===== src/occq_pkg.sv =====
`timescale 1ns / 1ps
// ----------------------------------------------------------------------------
// occq_pkg
// Shared codes, field widths and controller/datapath link types for the
// obstacle collision query block.
// ----------------------------------------------------------------------------
package occq_pkg;

  localparam int CMD_W   = 2;
  localparam int SLOT_W  = 4;
  localparam int POS_W   = 13;
  localparam int SIZE_W  = 11;
  localparam int COLOR_W = 2;
  localparam int HIT_W   = 4;
  localparam int STAT_W  = 2;

  localparam logic [CMD_W-1:0] CMD_APPEND = 2'd0;
  localparam logic [CMD_W-1:0] CMD_QUERY  = 2'd1;
  localparam logic [CMD_W-1:0] CMD_CLEAR  = 2'd2;
  localparam logic [CMD_W-1:0] CMD_MOVE   = 2'd3;

  localparam logic [STAT_W-1:0] STAT_OK     = 2'd0;
  localparam logic [STAT_W-1:0] STAT_FULL   = 2'd1;
  localparam logic [STAT_W-1:0] STAT_UNUSED = 2'd2;

  typedef struct packed {
    logic load;
    logic exec;
    logic scan_step;
    logic out_load;
  } dp_cmd_t;

  typedef struct packed {
    logic is_query;
    logic is_empty;
    logic scan_last;
    logic pipe_busy;
  } dp_stat_t;

endpackage


===== src/occq_if.sv =====
`timescale 1ns / 1ps
// ----------------------------------------------------------------------------
// occq_if
// Command and result channels of the obstacle collision query block.
// ----------------------------------------------------------------------------
interface occq_in_if;
  logic                                valid;
  logic                                ready;
  logic        [occq_pkg::CMD_W-1:0]   cmd;
  logic        [occq_pkg::SLOT_W-1:0]  slot;
  logic                                kind;
  logic signed [occq_pkg::POS_W-1:0]   pos_x;
  logic signed [occq_pkg::POS_W-1:0]   pos_y;
  logic        [occq_pkg::SIZE_W-1:0]  size_a;
  logic        [occq_pkg::SIZE_W-1:0]  size_b;
  logic        [occq_pkg::COLOR_W-1:0] color;

  modport source (output valid, cmd, slot, kind, pos_x, pos_y, size_a, size_b, color,
                  input ready);
  modport sink (input valid, cmd, slot, kind, pos_x, pos_y, size_a, size_b, color,
                output ready);
endinterface

interface occq_out_if;
  logic                               valid;
  logic                               ready;
  logic                               found;
  logic [occq_pkg::HIT_W-1:0]         hit_index;
  logic [occq_pkg::STAT_W-1:0]        status;

  modport source (output valid, found, hit_index, status, input ready);
  modport sink (input valid, found, hit_index, status, output ready);
endinterface


===== src/occq_ctrl.sv =====
`timescale 1ns / 1ps
// ----------------------------------------------------------------------------
// occq_ctrl
// Sequencer: accepts one item, runs its command on the datapath, scans the
// table for queries and hands the result to the output register.
// ----------------------------------------------------------------------------
module occq_ctrl (
  input  logic               clk,
  input  logic               rst,
  input  logic               in_valid,
  output logic               in_ready,
  output logic               out_valid,
  input  logic               out_ready,
  output occq_pkg::dp_cmd_t  cmd,
  input  occq_pkg::dp_stat_t stat
);

  localparam logic [2:0] ST_IDLE  = 3'd0;
  localparam logic [2:0] ST_EXEC  = 3'd1;
  localparam logic [2:0] ST_SCAN  = 3'd2;
  localparam logic [2:0] ST_DRAIN = 3'd3;
  localparam logic [2:0] ST_DONE  = 3'd4;

  logic [2:0] state, state_next;
  logic       out_free;

  assign in_ready = (state == ST_IDLE);
  assign out_free = !out_valid || out_ready;

  always_comb begin
    cmd.load      = in_valid && in_ready;
    cmd.exec      = (state == ST_EXEC);
    cmd.scan_step = (state == ST_SCAN);
    cmd.out_load  = (state == ST_DONE) && out_free;
  end

  always_comb begin
    state_next = state;
    unique case (state)
      ST_IDLE: begin
        if (in_valid) state_next = ST_EXEC;
      end
      ST_EXEC: begin
        if (stat.is_query && !stat.is_empty) state_next = ST_SCAN;
        else state_next = ST_DONE;
      end
      ST_SCAN: begin
        if (stat.scan_last) state_next = ST_DRAIN;
      end
      ST_DRAIN: begin
        if (!stat.pipe_busy) state_next = ST_DONE;
      end
      ST_DONE: begin
        if (out_free) state_next = ST_IDLE;
      end
      default: state_next = ST_IDLE;
    endcase
  end

  always_ff @(posedge clk) begin
    if (rst) begin
      state     <= ST_IDLE;
      out_valid <= 1'b0;
    end else begin
      state <= state_next;
      if (cmd.out_load) out_valid <= 1'b1;
      else if (out_ready) out_valid <= 1'b0;
    end
  end

  a_pipe_idle : assert property (@(posedge clk) disable iff (rst)
    (state == ST_IDLE || state == ST_DONE) |-> !stat.pipe_busy)
    else $error("scan pipeline active outside a query");

  a_out_from_done : assert property (@(posedge clk) disable iff (rst)
    $rose(out_valid) |-> $past(state) == ST_DONE)
    else $error("result presented without a finished item");

  a_out_hold : assert property (@(posedge clk) disable iff (rst)
    out_valid && !out_ready |=> out_valid)
    else $error("result item dropped while held off");

endmodule


===== src/occq_dp.sv =====
`timescale 1ns / 1ps
// ----------------------------------------------------------------------------
// occq_dp
// Datapath: obstacle table memories, entry count, scan pipeline
// with overlap tests and nearest-hit tracking, and the output register.
// ----------------------------------------------------------------------------
module occq_dp #(
  parameter int TABLE_DEPTH = 16
) (
  input  logic                                clk,
  input  logic                                rst,
  input  occq_pkg::dp_cmd_t                   cmd,
  output occq_pkg::dp_stat_t                  stat,
  input  logic        [occq_pkg::CMD_W-1:0]   in_cmd,
  input  logic        [occq_pkg::SLOT_W-1:0]  in_slot,
  input  logic                                in_kind,
  input  logic signed [occq_pkg::POS_W-1:0]   in_pos_x,
  input  logic signed [occq_pkg::POS_W-1:0]   in_pos_y,
  input  logic        [occq_pkg::SIZE_W-1:0]  in_size_a,
  input  logic        [occq_pkg::SIZE_W-1:0]  in_size_b,
  input  logic        [occq_pkg::COLOR_W-1:0] in_color,
  output logic                                out_found,
  output logic        [occq_pkg::HIT_W-1:0]   out_hit_index,
  output logic        [occq_pkg::STAT_W-1:0]  out_status
);

  localparam int POS_W  = occq_pkg::POS_W;
  localparam int SIZE_W = occq_pkg::SIZE_W;
  localparam int COL_W  = occq_pkg::COLOR_W;
  localparam int IDX_W  = (TABLE_DEPTH > 1) ? $clog2(TABLE_DEPTH) : 1;
  localparam int CNT_W  = $clog2(TABLE_DEPTH + 1);
  localparam int CMP_W  = (CNT_W > occq_pkg::SLOT_W) ? CNT_W : occq_pkg::SLOT_W;
  localparam int D_W    = POS_W + 1;
  localparam int S_W    = SIZE_W + 1;
  localparam int SQ_W   = 2 * POS_W + 1;
  localparam int DIST_W = 2 * POS_W + 2;
  localparam int SS_W   = 2 * S_W;
  localparam int ATTR_W = 1 + 2 * SIZE_W + COL_W;

  // captured item
  logic        [occq_pkg::CMD_W-1:0]  q_cmd;
  logic        [occq_pkg::SLOT_W-1:0] q_slot;
  logic                               q_kind;
  logic signed [POS_W-1:0]            q_x, q_y;
  logic        [SIZE_W-1:0]           q_a, q_b;
  logic        [COL_W-1:0]            q_color;

  logic [CNT_W-1:0] count;
  logic [IDX_W-1:0] ptr;
  logic             full, slot_bad;
  logic             wr_attr, wr_pos;
  logic [IDX_W-1:0] wr_idx;

  logic [2*POS_W-1:0]  pos_mem  [TABLE_DEPTH];
  logic [ATTR_W-1:0]   attr_mem [TABLE_DEPTH];

  // stage 1: table read
  logic                v1;
  logic [IDX_W-1:0]    i1;
  logic [2*POS_W-1:0]  rd_pos;
  logic [ATTR_W-1:0]   rd_attr;
  // stage 2: differences and grown extents
  logic                v2, k2, m2;
  logic [IDX_W-1:0]    i2;
  logic signed [D_W-1:0] dx2, dy2;
  logic [S_W-1:0]      sa2, sb2;
  // stage 3: squares and rectangle test
  logic                v3, k3, m3, rect3;
  logic [IDX_W-1:0]    i3;
  logic [SQ_W-1:0]     sqx3, sqy3;
  logic [SS_W-1:0]     sqs3;
  // stage 4: distance and hit
  logic                v4, h4;
  logic [IDX_W-1:0]    i4;
  logic [DIST_W-1:0]   d4;
  // running best
  logic                r_found;
  logic [IDX_W-1:0]    r_hit;
  logic [occq_pkg::STAT_W-1:0] r_status;
  logic [DIST_W-1:0]   best_d;

  // combinational temporaries
  logic signed [POS_W-1:0]  e_x, e_y;
  logic                     e_kind;
  logic [SIZE_W-1:0]        e_a, e_b;
  logic [COL_W-1:0]         e_color;
  logic signed [2*D_W-1:0]  px, py;
  logic [D_W-1:0]           ax, ay;
  logic [DIST_W-1:0]        sum_sq;

  assign full     = (count == CNT_W'(TABLE_DEPTH));
  assign slot_bad = (CMP_W'(q_slot) >= CMP_W'(count));
  assign wr_attr  = cmd.exec && (q_cmd == occq_pkg::CMD_APPEND) && !full;
  assign wr_pos   = wr_attr || (cmd.exec && (q_cmd == occq_pkg::CMD_MOVE) && !slot_bad);
  assign wr_idx   = (q_cmd == occq_pkg::CMD_MOVE) ? IDX_W'(q_slot) : count[IDX_W-1:0];

  always_comb begin
    stat.is_query  = (q_cmd == occq_pkg::CMD_QUERY);
    stat.is_empty  = (count == '0);
    stat.scan_last = (CNT_W'(ptr) == count - CNT_W'(1));
    stat.pipe_busy = v1 || v2 || v3 || v4;
  end

  always_comb begin
    {e_x, e_y}                  = rd_pos;
    {e_kind, e_a, e_b, e_color} = rd_attr;
    px     = dx2 * dx2;
    py     = dy2 * dy2;
    ax     = dx2[D_W-1] ? D_W'(-dx2) : D_W'(dx2);
    ay     = dy2[D_W-1] ? D_W'(-dy2) : D_W'(dy2);
    sum_sq = DIST_W'(sqx3) + DIST_W'(sqy3);
  end

  always_ff @(posedge clk) begin
    if (cmd.load) begin
      q_cmd   <= in_cmd;
      q_slot  <= in_slot;
      q_kind  <= in_kind;
      q_x     <= in_pos_x;
      q_y     <= in_pos_y;
      q_a     <= in_size_a;
      q_b     <= in_size_b;
      q_color <= in_color;
    end
    if (wr_pos) pos_mem[wr_idx] <= {q_x, q_y};
    if (wr_attr) attr_mem[wr_idx] <= {q_kind, q_a, q_b, q_color};
    rd_pos  <= pos_mem[ptr];
    rd_attr <= attr_mem[ptr];
    i1      <= ptr;
    // stage 2
    dx2 <= D_W'(q_x) - D_W'(e_x);
    dy2 <= D_W'(q_y) - D_W'(e_y);
    sa2 <= S_W'(e_a) + S_W'(q_a);
    sb2 <= S_W'(e_b) + S_W'(q_a);
    k2  <= e_kind;
    m2  <= (e_color == q_color);
    i2  <= i1;
    // stage 3
    sqx3  <= px[SQ_W-1:0];
    sqy3  <= py[SQ_W-1:0];
    sqs3  <= sa2 * sa2;
    rect3 <= (ax < D_W'(sa2)) && (ay < D_W'(sb2));
    k3    <= k2;
    m3    <= m2;
    i3    <= i2;
    // stage 4
    d4 <= sum_sq;
    h4 <= m3 && (k3 ? rect3 : (sum_sq < DIST_W'(sqs3)));
    i4 <= i3;
    if (cmd.out_load) begin
      out_found     <= r_found;
      out_hit_index <= occq_pkg::HIT_W'(r_hit);
      out_status    <= r_status;
    end
    if (v4 && h4 && (!r_found || d4 < best_d)) best_d <= d4;
  end

  always_ff @(posedge clk) begin
    if (rst) begin
      count    <= '0;
      ptr      <= '0;
      v1       <= 1'b0;
      v2       <= 1'b0;
      v3       <= 1'b0;
      v4       <= 1'b0;
      r_found  <= 1'b0;
      r_hit    <= '0;
      r_status <= occq_pkg::STAT_OK;
    end else begin
      v1 <= cmd.scan_step;
      v2 <= v1;
      v3 <= v2;
      v4 <= v3;
      if (cmd.scan_step) ptr <= ptr + IDX_W'(1);
      if (cmd.exec) begin
        ptr      <= '0;
        r_found  <= 1'b0;
        r_hit    <= '0;
        r_status <= occq_pkg::STAT_OK;
        unique case (q_cmd)
          occq_pkg::CMD_APPEND: begin
            if (full) r_status <= occq_pkg::STAT_FULL;
            else count <= count + CNT_W'(1);
          end
          occq_pkg::CMD_MOVE: begin
            if (slot_bad) r_status <= occq_pkg::STAT_UNUSED;
          end
          occq_pkg::CMD_CLEAR: count <= '0;
          occq_pkg::CMD_QUERY: ;
          default: ;
        endcase
      end else if (v4 && h4 && (!r_found || d4 < best_d)) begin
        r_found <= 1'b1;
        r_hit   <= i4;
      end
    end
  end

  a_count_range : assert property (@(posedge clk) disable iff (rst)
    count <= CNT_W'(TABLE_DEPTH))
    else $error("entry count beyond table depth");

  a_no_write_in_scan : assert property (@(posedge clk) disable iff (rst)
    stat.pipe_busy |-> !wr_pos && !wr_attr)
    else $error("table written during a scan");

  a_error_no_hit : assert property (@(posedge clk) disable iff (rst)
    (r_status != occq_pkg::STAT_OK) |-> !r_found)
    else $error("hit reported with an error status");

endmodule


===== src/obstacle_circle_collision_query.sv =====
`timescale 1ns / 1ps
// ----------------------------------------------------------------------------
// obstacle_circle_collision_query
// Obstacle table of circles and rectangles with nearest-hit disc query.
// ----------------------------------------------------------------------------
// One item is handled at a time. Append, move and clear run in an execute
// state and then hand their result to the output register. A query reads the
// table through a single memory read port, one entry per cycle, into a
// four-stage test pipeline and waits for it to drain before its result goes
// out; a query on an empty table skips the scan. The next item is accepted
// while a finished result waits in the output register. A query reports the
// overlapping entry of the requested color with the smallest squared center
// distance, the lowest index on ties; hit_index carries the low four bits of
// the entry index.
module obstacle_circle_collision_query #(
  parameter int TABLE_DEPTH = 16
) (
  input  logic              clk,
  input  logic              rst,
  occq_in_if.sink           item_in,
  occq_out_if.source        item_out
);

  occq_pkg::dp_cmd_t  cmd;
  occq_pkg::dp_stat_t stat;

  occq_ctrl u_ctrl (
    .clk       (clk),
    .rst       (rst),
    .in_valid  (item_in.valid),
    .in_ready  (item_in.ready),
    .out_valid (item_out.valid),
    .out_ready (item_out.ready),
    .cmd       (cmd),
    .stat      (stat)
  );

  occq_dp #(
    .TABLE_DEPTH (TABLE_DEPTH)
  ) u_dp (
    .clk           (clk),
    .rst           (rst),
    .cmd           (cmd),
    .stat          (stat),
    .in_cmd        (item_in.cmd),
    .in_slot       (item_in.slot),
    .in_kind       (item_in.kind),
    .in_pos_x      (item_in.pos_x),
    .in_pos_y      (item_in.pos_y),
    .in_size_a     (item_in.size_a),
    .in_size_b     (item_in.size_b),
    .in_color      (item_in.color),
    .out_found     (item_out.found),
    .out_hit_index (item_out.hit_index),
    .out_status    (item_out.status)
  );

endmodule


===== src/flat_wrapper.sv =====
// flat-port wrapper written by rule: the top's interface ports become plain ports
module obstacle_circle_collision_query_flat 
#(
  parameter int TABLE_DEPTH = 16
)
  (clk, rst, item_in_valid, item_in_cmd, item_in_slot, item_in_kind, item_in_pos_x, item_in_pos_y, item_in_size_a, item_in_size_b, item_in_color, item_in_ready, item_out_valid, item_out_found, item_out_hit_index, item_out_status, item_out_ready);
  occq_in_if item_in_i ();
  occq_out_if item_out_i ();
  input  logic clk;
  input  logic rst;
  input wire logic [$bits(item_in_i.valid)-1:0] item_in_valid;
  input wire logic [$bits(item_in_i.cmd)-1:0] item_in_cmd;
  input wire logic [$bits(item_in_i.slot)-1:0] item_in_slot;
  input wire logic [$bits(item_in_i.kind)-1:0] item_in_kind;
  input wire logic [$bits(item_in_i.pos_x)-1:0] item_in_pos_x;
  input wire logic [$bits(item_in_i.pos_y)-1:0] item_in_pos_y;
  input wire logic [$bits(item_in_i.size_a)-1:0] item_in_size_a;
  input wire logic [$bits(item_in_i.size_b)-1:0] item_in_size_b;
  input wire logic [$bits(item_in_i.color)-1:0] item_in_color;
  output wire logic [$bits(item_in_i.ready)-1:0] item_in_ready;
  output wire logic [$bits(item_out_i.valid)-1:0] item_out_valid;
  output wire logic [$bits(item_out_i.found)-1:0] item_out_found;
  output wire logic [$bits(item_out_i.hit_index)-1:0] item_out_hit_index;
  output wire logic [$bits(item_out_i.status)-1:0] item_out_status;
  input wire logic [$bits(item_out_i.ready)-1:0] item_out_ready;
  assign item_in_i.valid = item_in_valid;
  assign item_in_i.cmd = item_in_cmd;
  assign item_in_i.slot = item_in_slot;
  assign item_in_i.kind = item_in_kind;
  assign item_in_i.pos_x = item_in_pos_x;
  assign item_in_i.pos_y = item_in_pos_y;
  assign item_in_i.size_a = item_in_size_a;
  assign item_in_i.size_b = item_in_size_b;
  assign item_in_i.color = item_in_color;
  assign item_in_ready = item_in_i.ready;
  assign item_out_valid = item_out_i.valid;
  assign item_out_found = item_out_i.found;
  assign item_out_hit_index = item_out_i.hit_index;
  assign item_out_status = item_out_i.status;
  assign item_out_i.ready = item_out_ready;
  obstacle_circle_collision_query #(.TABLE_DEPTH(TABLE_DEPTH)) u_core (.clk(clk), .rst(rst), .item_in(item_in_i), .item_out(item_out_i));
endmodule

===== config.mk =====
export PLATFORM = sky130hd
export DESIGN_NAME = obstacle_circle_collision_query_flat
export DESIGN_NICKNAME = d
export VERILOG_FILES = /design/src/occq_pkg.sv /design/src/occq_if.sv /design/src/occq_ctrl.sv /design/src/occq_dp.sv /design/src/obstacle_circle_collision_query.sv /design/src/flat_wrapper.sv
export SDC_FILE = /design/constraint.sdc
export NUM_CORES = 2
export LEC_CHECK = 0
export ABC_CLOCK_PERIOD_IN_PS = 20200
export BUFFER_PORTS_ARGS = -buffer_cell sky130_fd_sc_hd__clkbuf_2
export CORE_MARGIN = 3
export CORE_UTILIZATION = 35
export DETAILED_ROUTE_END_ITERATION = 12
export PLACE_DENSITY_LB_ADDON = 0.15
export SLEW_MARGIN = 15
export SYNTH_ARGS = -nofsm -noshare
export SYNTH_HDL_FRONTEND = slang
export SYNTH_SLANG_ARGS = --single-unit

===== constraint.sdc =====
create_clock -name clk -period 20.2 [get_ports clk]
set_input_delay 4.04 -clock clk [delete_from_list [all_inputs] [get_ports clk]]
set_output_delay 4.04 -clock clk [all_outputs]
set_load 0.02 [all_outputs]

==> results.cfg <==
[detailed_routing]
routedWlPerCell_um = 21.38
dr.max_layer_used = met4
via_count = 32840
drt_pre_antenna_iters = 7
vias_per_cell = 4.811
first_iter_violations = 2044
m1WireLength_mm = 63.69
drt_wl_total_mm = 145.9
antenna_left = 0
drcViolationCount = 0
wl_met2_mm = 72.50
wl_met3_mm = 5.005

[global_routing]
overflow = 0
grt_pass1_wl_mm = 222.9
grt_max_degree = 62
antenna_found_initial = 5
grt_usage_pct = 16.57
grt_pass1_vias = 35310

[cells_and_area]
multi_input_comb_area_um2 = 26080
final_common_cell = edfxtp_1
stdcell_count = 6825
diodes = 0
final_cell_mix = edfxtp_1, inv_1, fa_1
drive_above_1_share_pct = 13.73
area_growth_pct = 12.34
regArea_um2 = 32320
nFillCells = 16160
finalNetCount = 5235
fin_area_um2 = 68820

[logic_synthesis]
synth_mux_area_share_pct = 9.565
netlist_instances = 4276
yosys.area_share.xor_xnor_pct = 2.502
async_flop_share_pct = 0
yosys_register_bits = 1160
ys_seq_area_share_pct = 52.75
synth_compound_area_share_pct = 4.075
synth-edff-count = 908
syn_avg_cell_area_um2 = 14.33
synthAdderAreaFrac_pct = 20.75
synth_cell_types = 72
syn-num-nets = 5099
synth_top_family_by_area = adder cells
ys.flop_type = edfxtp_1
syn_area_um2 = 61260
synthSimpleGateAreaFrac_pct = 5.276
yosysWarnings = 0

[setup_path]
required_ps = 20820
path_cells = inv_1 -> nor2_1 -> fa_1 -> inv_1 -> fa_1 -> inv_1 -> fa_1 -> fa_1 -> fa_1 -> inv_1 -> fa_1 -> inv_1 -> ha_1 -> nand4_1 -> nor2_1 -> a211oi_1 -> a31oi_1 -> o41ai_1 -> o2111ai_1 -> a21oi_1 -> xnor2_1
end_kind = flip-flop
arrival_ps = 7750
cpLargestDelayFamily = adder cells
cp_common_cell = fa_1
critical_path.slowest_cell = dfxtp_1
start_kind = flip-flop
crit_buf_inv = 5
max_stage_delay_ps = 920
cp_max_fo = 24
crit_type = flip-flop to flip-flop

[clock_tree]
ctsHoldBuffers = 0
cts_root_buf = clkbuf_16
cts_setup_buffers = 0
clock-sinks = 1160
cts.repair.resized = 0
cts_made_buffers = 130
clockBufferDepth = 3
path_clk_slew_ps = 70
htree_num_levels = 4
tritoncts = done
clock_latency_ps = 760

[placed_design]
io_buffer_count = 69
routabilityCongestion = 0.8123
post_dp_cell_area_um2 = 64700
dp_hpwl_mm = 97.63
dpl.cell_count = 6590

[die]
io_pins = 70
rows = 152
coreArea_um2 = 172700
die_h_um = 424.4
die_w_um = 424.4
initial_core_util_pct = 35.47
dieArea_um2 = 180100

[sta]
fmax_mhz = 140.3
worst_pin_slew_ps = 1106
rsz0062_at_grt = false
finalCritPeriodShare_pct = 35.29
setup_tns_ps = 0
fin_crit_ps = 7130
finalSetupViolCount = 0
hold_violations = 0
drv_slew = 0
maxSlewHeadroom_pct = 25.95
fin_skew_ps = 27.28

[status]
status = completed

[min_path]
hold_class = flip-flop to flip-flop

[run]
drv_cap = 0
## cell usage after synthesis (all sizes together) (6+ instances only)
master | n | area share (%)
o21bai | 14 | 0.17
a31oi | 9 | 0.092
buf | 22 | 0.13
dfxtp | 252 | 8.2
a21boi | 11 | 0.13
xnor2 | 135 | 1.9
nand2b | 24 | 0.25
fa | 423 | 14
mux2i | 6 | 0.098
a21oi | 112 | 0.92
or3 | 15 | 0.15
nor2b | 39 | 0.40
o21a | 22 | 0.27
ha | 339 | 6.9
clkbuf | 93 | 0.57
nor3 | 48 | 0.39
edfxtp | 908 | 45
nor4 | 6 | 0.061
nand3 | 31 | 0.25
a211oi | 16 | 0.22
inv | 711 | 4.4
o211ai | 9 | 0.11
or2 | 10 | 0.10
and2 | 60 | 0.61
nand4 | 13 | 0.13
and3 | 11 | 0.11
o31ai | 8 | 0.098
nand2 | 206 | 1.3
mux4 | 255 | 9.4
nor2 | 221 | 1.4
xor2 | 40 | 0.57
o21ai | 79 | 0.65
a21o | 51 | 0.63
## sequential cells by signal (all words and copies together), names as in the netlist, 5 cells and up
signal / cells
u_core.u_dp.attr_mem: 400
u_core.u_dp.best_d: 28
u_core.u_dp.count: 5
u_core.u_dp.d4: 28
u_core.u_dp.dx2: 14
u_core.u_dp.dy2: 14
u_core.u_dp.pos_mem: 416
u_core.u_dp.q_a: 11
u_core.u_dp.q_b: 11
u_core.u_dp.q_x: 13
u_core.u_dp.q_y: 13
u_core.u_dp.rd_attr: 25
u_core.u_dp.rd_pos: 26
u_core.u_dp.sa2: 12
u_core.u_dp.sb2: 12
u_core.u_dp.sqs3: 23
u_core.u_dp.sqx3: 26
u_core.u_dp.sqy3: 26
## layer usage
| metal | vias up | track usage, % |
|---|---|---|
| li1 | 15190 | - |
| met1 | 16920 | 21.61 |
| met2 | 545 | 28.30 |
| met3 | 184 | 2.524 |
| met4 | 0 | 5.430 |
| met5 | - | 0 |
## path summary, 6_finish.rpt
check / start / endpoint / slack [ps] / depth (start not counted)
worst min-delay path: u_core.u_dp.i3[3]$_DFF_P_ / u_core.u_dp.i4[3]$_DFF_P_ / 310 / 0
worst max register to register: u_core.u_dp.dx2[13]$_DFF_P_ / u_core.u_dp.sqx3[26]$_DFF_P_ / 13070 / 21
worst min register to register: u_core.u_dp.i3[3]$_DFF_P_ / u_core.u_dp.i4[3]$_DFF_P_ / 310 / 0
worst max-delay path: u_core.u_dp.dx2[13]$_DFF_P_ / u_core.u_dp.sqx3[26]$_DFF_P_ / 13070 / 21
## worst register-to-register path, cell delays in order (launching register included)
cell       delay (ps)
dfxtp_1           920
inv_1             530
nor2_1            370
fa_1              460
inv_1              90
fa_1              390
inv_1              90
fa_1              440
fa_1              500
fa_1              490
inv_1              50
fa_1              490
inv_1              40
ha_1              330
nand4_1           130
nor2_1             70
a211oi_1          350
a31oi_1           190
o41ai_1           570
o2111ai_1         210
a21oi_1           200
xnor2_1            80
## final cells by class
class                           count  share of cell area (%)
Inverter                          715                   3.904
Clock buffer                      179                   5.214
Timing Repair Buffer              119                   1.047
Tap cell                         2310                   4.200
Sequential cell                  1160                   46.97
Clock inverter                     56                  0.7636
Multi-Input combinational cell   2286                   37.90
## stage by stage
| step | hold WS [ps] | utilization [%] | worst slack (ps) |
|---|---|---|---|
| after floorplan | 309.6 | - | 13770 |
| after global placement | 310.1 | 37.47 | 13220 |
| after detailed placement | 312.1 | 37.47 | 13140 |
| after CTS | 305.6 | 39.85 | 13110 |
| after global routing | 314.8 | 39.85 | 12550 |
| final | 312.0 | 39.85 | 13070 |
## logic make-up (layout without fill, tap and decap cells)
| kind of cell | count (synthesis) | in the layout |
|---|---|---|
| AND/OR/NAND/NOR | 699 | 699 |
| adder cells (fa/ha/maj) | 762 | 762 |
| multiplexers | 266 | 266 |
| flip-flops | 1160 | 1160 |
| XOR/XNOR | 175 | 175 |
| AO/OA/AOI/OAI | 384 | 384 |
| buffers and inverters | 830 | 1069 |
Power is left out: the tool's default activity adds up to more than one toggle a clock period on the data nets, which glitch-free logic cannot reach.
